**config.mk**
```make
export PLATFORM = sky130hd
export DESIGN_NAME = jlvb_front_flat
export DESIGN_NICKNAME = d
export VERILOG_FILES = /design/src/rtl/jlvb_pkg.sv /design/src/rtl/jlvb_dist_if.sv /design/src/rtl/jlvb_front.sv /design/src/flat_wrapper.sv
export SDC_FILE = /design/constraint.sdc
export NUM_CORES = 2
export LEC_CHECK = 0
export BUFFER_PORTS_ARGS = -buffer_cell sky130_fd_sc_hd__clkbuf_2
export CAP_MARGIN = 20
export CORE_ASPECT_RATIO = 0.8
export CORE_MARGIN = 2
export CORE_UTILIZATION = 45
export DETAILED_ROUTE_END_ITERATION = 8
export PLACE_DENSITY = 0.63
export SLEW_MARGIN = 20
export SYNTH_ARGS = -nofsm -noshare
export SYNTH_HDL_FRONTEND = slang
export SYNTH_SLANG_ARGS = --single-unit
export TNS_END_PERCENT = 100
```
**constraint.sdc**
```tcl
create_clock -name clk -period 14 [get_ports clk]
set_input_delay 0.7 -clock clk [delete_from_list [all_inputs] [get_ports clk]]
set_output_delay 0.7 -clock clk [all_outputs]
set_load 0.005 [all_outputs]
```
**src/rtl/jlvb_pkg.sv**
```systemverilog
`timescale 1ns / 1ps
// Shared constants and types for the jerk-limited velocity bound.
package jlvb_pkg;

  localparam int FRAC_BITS  = 16;
  localparam int VALUE_BITS = 24;
  localparam int CFG_BITS   = 16;
  localparam int IDX_BITS   = 8;
  localparam int X0_BITS    = 32;
  localparam int V0SQ_BITS  = 64;

  // Linear term shift: << (FRAC_BITS + 1) then >> 8
  localparam int LIN_SHIFT  = FRAC_BITS + 1 - 8;

  // Square-root datapath
  localparam int SQ_RAD_BITS  = 65;
  localparam int SQ_ROOT_BITS = 33;
  localparam int SQ_W         = 67;

  // Cube-root datapath
  localparam int CB_RAD_BITS  = 75;
  localparam int CB_ROOT_BITS = 25;
  localparam int CB_SQ_BITS   = 50;
  localparam int CB_W         = 78;

  localparam int ROOT_STAGES  = SQ_ROOT_BITS;

  localparam logic [IDX_BITS-1:0] REG_ACCEL = IDX_BITS'(0);
  localparam logic [IDX_BITS-1:0] REG_JERK  = IDX_BITS'(1);
  localparam logic [CFG_BITS-1:0] CFG_RESET = {CFG_BITS{1'b1}};

  // Limits and derived crossover, as the datapath sees them
  typedef struct packed {
    logic [CFG_BITS-1:0]  accel;
    logic [CFG_BITS-1:0]  jerk;
    logic [X0_BITS-1:0]   x0;
    logic [V0SQ_BITS-1:0] v0sq;
  } lim_t;

  // Radicands handed from the front end to the root pipeline
  typedef struct packed {
    logic                   region;
    logic [SQ_RAD_BITS-1:0] sq_rad;
    logic [CB_RAD_BITS-1:0] cb_rad;
  } rad_t;

  // Partial state of both root extractions
  typedef struct packed {
    logic                    region;
    logic [SQ_RAD_BITS-1:0]  sq_rem;
    logic [SQ_ROOT_BITS-1:0] sq_root;
    logic [CB_RAD_BITS-1:0]  cb_rem;
    logic [CB_ROOT_BITS-1:0] cb_root;
    logic [CB_SQ_BITS-1:0]   cb_sq;
  } root_st_t;

endpackage

```
**src/rtl/jlvb_dist_if.sv**
```systemverilog
`timescale 1ns / 1ps
// Distance input channel.
interface jlvb_dist_if;
  logic                           valid;
  logic                           ready;
  logic [jlvb_pkg::VALUE_BITS-1:0] distance;

  modport source(output valid, distance, input ready);
  modport sink(input valid, distance, output ready);
endinterface

```
**src/rtl/jlvb_front.sv**
```systemverilog
`timescale 1ns / 1ps
// Four-stage front end that forms the square and cube radicands.
module jlvb_front (
  input  logic            clk,
  input  logic            rst,
  jlvb_dist_if.sink       remaining,
  input  logic            hold,
  input  jlvb_pkg::lim_t  lim,
  output logic            out_valid,
  input  logic            out_ready,
  output jlvb_pkg::rad_t  out_rad
);

  logic        v1, v2, v3;
  logic        en1, en2, en3, en4;
  logic [23:0] d1;
  logic [23:0] diff1;
  logic        reg1, reg2, reg3;
  logic [47:0] dsq2;
  logic [39:0] lin2;
  logic [63:0] n3;
  logic [64:0] sqrad3;

  // Stall chain: a stage moves when it is empty or the next one moves
  assign en4 = !out_valid || out_ready;
  assign en3 = !v3 || en4;
  assign en2 = !v2 || en3;
  assign en1 = !v1 || en2;
  assign remaining.ready = en1 && !hold;

  // Valid bits
  always_ff @(posedge clk) begin
    if (rst) begin
      v1 <= 1'b0;
      v2 <= 1'b0;
      v3 <= 1'b0;
      out_valid <= 1'b0;
    end else begin
      if (en1) v1 <= remaining.valid && remaining.ready;
      if (en2) v2 <= v1;
      if (en3) v3 <= v2;
      if (en4) out_valid <= v3;
    end
  end

  // Stage 1: region test and distance past the crossover
  always_ff @(posedge clk) begin
    if (en1) begin
      d1    <= remaining.distance;
      reg1  <= ({8'd0, remaining.distance} <= lim.x0);
      diff1 <= remaining.distance - lim.x0[23:0];
    end
  end

  // Stage 2: d^2 and (d - x0) * a
  always_ff @(posedge clk) begin
    if (en2) begin
      dsq2 <= 48'(d1) * 48'(d1);
      lin2 <= 40'(diff1) * 40'(lim.accel);
      reg2 <= reg1;
    end
  end

  // Stage 3: d^2 * j and v0^2 + 2a(d - x0)
  always_ff @(posedge clk) begin
    if (en3) begin
      n3     <= 64'(dsq2) * 64'(lim.jerk);
      sqrad3 <= 65'(lim.v0sq) + 65'({lin2, 9'd0});
      reg3   <= reg2;
    end
  end

  // Stage 4: scale by 9 * 2^7
  always_ff @(posedge clk) begin
    if (en4) begin
      out_rad.region <= reg3;
      out_rad.sq_rad <= sqrad3;
      out_rad.cb_rad <= 75'({n3, 10'd0}) + 75'({n3, 7'd0});
    end
  end

endmodule

```
**src/flat_wrapper.sv**
```systemverilog
// flat-port wrapper written by rule: the top's interface ports become plain ports
module jlvb_front_flat 
  (clk, rst, hold, lim, out_valid, out_ready, out_rad, remaining_valid, remaining_distance, remaining_ready);
  jlvb_dist_if remaining_i ();
  input  logic clk;
  input  logic rst;
  input  logic hold;
  input  jlvb_pkg::lim_t lim;
  output logic out_valid;
  input  logic out_ready;
  output jlvb_pkg::rad_t out_rad;
  input wire logic [$bits(remaining_i.valid)-1:0] remaining_valid;
  input wire logic [$bits(remaining_i.distance)-1:0] remaining_distance;
  output wire logic [$bits(remaining_i.ready)-1:0] remaining_ready;
  assign remaining_i.valid = remaining_valid;
  assign remaining_i.distance = remaining_distance;
  assign remaining_ready = remaining_i.ready;
  jlvb_front u_core (.clk(clk), .rst(rst), .remaining(remaining_i), .hold(hold), .lim(lim), .out_valid(out_valid), .out_ready(out_ready), .out_rad(out_rad));
endmodule
```
==> flow_summary.toml <==
[grt]
antenna_found_initial = 4
grt.total_usage = 0.227
grt_pass1_wl_um = 294000
grt_pass1_vias = 53900
grt_max_degree = 73
grt_overflow = 0

[clock_network]
cts_htree_levels = 2
clk_latency_ns = 0.67
cts-root-buf = "clkbuf_16"
cts.sinks = 405
cts_tree = "built"
cts_buffer_depth = 3
cts_resized = 0
cts_setup_buffers = 0
clkTransAtPathRegs_ns = 0.06
holdBufCountCts = 0
cts_buffers = 49

[timing]
clock.fmax_mhz = 123
setup_ws_ns = 5.86
finalSetupTns_ns = 0
fin_crit_ns = 8.14
final_hold_viol_count = 0
slew_headroom = 0.174
rsz0062_at_grt = "no"
finalSetupViolations = 0
fin_crit_sh = 0.582
tightestPinTransition_ns = 1.23
fin_skew_ns = 0.0427
timing.final.max_slew_violations = 0

[yosys]
yosys_warnings = 0
synth_edf_count = 401
yosysUniqueCellTypes = 94
synthFlopType = "edfxtp_1"
async_flop_share = 0
syn_area_um2 = 71300
synth_seq_cells = 405
synthCells = 7427
synth-seq-area-share = 0.170
syn_avg_cell_area_um2 = 9.60

[die]
ioPinCount = 300
dieArea_um2 = 162000
die_y_um = 360
core.rowCount = 130
dieWidth_um = 449
core_um2 = 157000
start_util = 0.454

[setup_path]
cp.required_ns = 14.40
start_kind = "flip-flop"
crit_type = "reg2reg"
crit_slowest_cell = "edfxtp_1"
crit_fanout = 24
cp.arrival_ns = 8.54
end_kind = "flip-flop"
cp_slowest_stage_delay_ns = 1.13

[worst_hold_path]
min_path_type = "in2reg"

[place]
place_hpwl_um = 142000
numPortBuffers = 292
post-place-ws_ns = 5.94
place.gp.congestion = 0.908

[finish]
drive_above_1_share = 0.0631
final_nets = 9587
layout-area-overhead-vs-synth_pct = 7.12

[route]
dr.pass1.iters = 5
via_per_inst = 5.21
drc = 0
wl_per_cell_um = 18.6
vias = 50400
dr.first_iter.drc_count = 3508
wl_um = 180000
detail-route-antenna-nets = 0

[run_status]
status = "complete, no violations"

[run]
max-cap-violations = 0
cells by family after synthesis:
kind of cell,after synthesis,synth area share
other cells,2,0.000105
fa+ha+maj,1917,0.480
buf+inv,1922,0.102
flops,405,0.170
xor+xnor,276,0.0339
simple gates,2057,0.136
mux,2,0.000298
compound gates,846,0.0777
critical path, delay by kind of cell (launching register included):
| family | cells | cell delay, ns |
|---|---|---|
| AO/OA/AOI/OAI | 9 | 2.02 |
| XOR/XNOR | 1 | 0.15 |
| adder cells (fa/ha/maj) | 8 | 3.93 |
| buffers and inverters | 7 | 0.35 |
| flip-flops | 1 | 1.13 |
| AND/OR/NAND/NOR | 1 | 0.26 |
layout make-up:
class / count / area, um2
well taps: 2112 / 2640
clock buffers: 58 / 1290
clock inverters: 34 / 457
inverters: 1606 / 6030
multi-input cells: 5112 / 52000
fillers: 14800 / 80700
flip-flops and latches: 405 / 12100
diodes: 3 / 7.51
repair buffers: 339 / 1850
sequential cells by signal, indices dropped and copies added, names as in the netlist:
register          count
u_core.out_rad      134
u_core.reg3           1
u_core.diff1         24
u_core.n3            64
u_core.out_valid      1
u_core.v3             1
u_core.reg1           1
u_core.v1             1
u_core.reg2           1
u_core.lin2          40
u_core.dsq2          47
u_core.sqrad3        65
u_core.v2             1
u_core.d1            24
worst paths after layout:
kind                                       start                  to  slack [ns]  depth (start not counted)
worst max-delay path                u_core.d1[2]     u_core.dsq2[43]        5.86                         26
worst min-delay path                      lim[1]    u_core.sqrad3[1]        0.21                          1
worst min register to register  u_core.sqrad3[7]  u_core.out_rad[82]        0.42                          0
worst max register to register      u_core.d1[2]     u_core.dsq2[43]        5.86                         26
cell usage in the layout (no fill, tap or decap), types with 39 or more instances in the layout:
cell	Yosys	layout
a21o_1	166	166
a21oi_1	265	265
and2_1	507	507
buf_4	9	44
clkbuf_16	0	50
clkbuf_2	1	291
edfxtp_1	401	401
fa_1	1364	1364
ha_1	553	553
inv_1	1606	1604
nand2_1	1075	1073
nand3_1	52	52
nand4_1	46	46
nor2_1	180	180
o21ai_0	133	133
o21bai_1	39	39
xnor2_1	178	178
xor2_1	98	98
cells in the mapped netlist, types with 5 or more instances:
cell,number,share of area
nor3b_1,6,0.00063
a221oi_1,10,0.0012
o21bai_1,39,0.0041
buf_4,9,0.00095
nor3_1,33,0.0023
o21ai_0,133,0.0093
o21ai_1,12,0.00084
nor2b_1,36,0.0032
o211ai_1,21,0.0022
ha_1,553,0.097
buf_2,6,0.00042
nor4_1,11,0.00097
clkbuf_1,297,0.016
a31oi_1,30,0.0026
nand2_1,1075,0.057
xnor2_1,178,0.022
nand2b_1,27,0.0024
o22ai_1,6,0.00053
xor2_1,98,0.012
o31ai_1,16,0.0017
nand3_1,52,0.0036
a221o_1,6,0.00084
o21a_1,27,0.0028
and4_1,6,0.00074
a41oi_1,7,0.00086
and3_1,37,0.0032
a211oi_1,25,0.0026
a21oi_1,265,0.019
inv_1,1606,0.085
and2_1,507,0.044
a21o_1,166,0.017
nand4_1,46,0.0040
or2_2,11,0.00097
a21boi_0,11,0.0012
edfxtp_1,401,0.17
or3_1,10,0.00088
a41o_1,6,0.00084
nor2_1,180,0.0095
fa_1,1364,0.38
o2111ai_1,5,0.00061
stage by stage:
stage / cell area, um2 / util / hold slack (ns) / instances
after detailed placement: 74600 / 0.475 / 0.405 / 9571
after global routing: 76400 / 0.486 / 0.162 / 9668
final: 76400 / 0.486 / 0.206 / 9669
after floorplan: 71300 / - / 0.400 / 7439
after CTS: 76300 / 0.486 / 0.145 / 9663
after global placement: 74600 / 0.475 / 0.401 / 9571
metal layers:
layer	up-vias	share of wire	routed length [um]	track usage
met2	1655	0.43	77700	0.346
met3	188	0.078	14000	0.0436
met5	-	0.00015	27	0
met4	4	0.022	3890	0.0498
met1	25500	0.47	84200	0.337
li1	23000	-	-	-
Power is left out: the tool's default activity adds up to more than one toggle a clock period on the data nets, which glitch-free logic cannot reach.
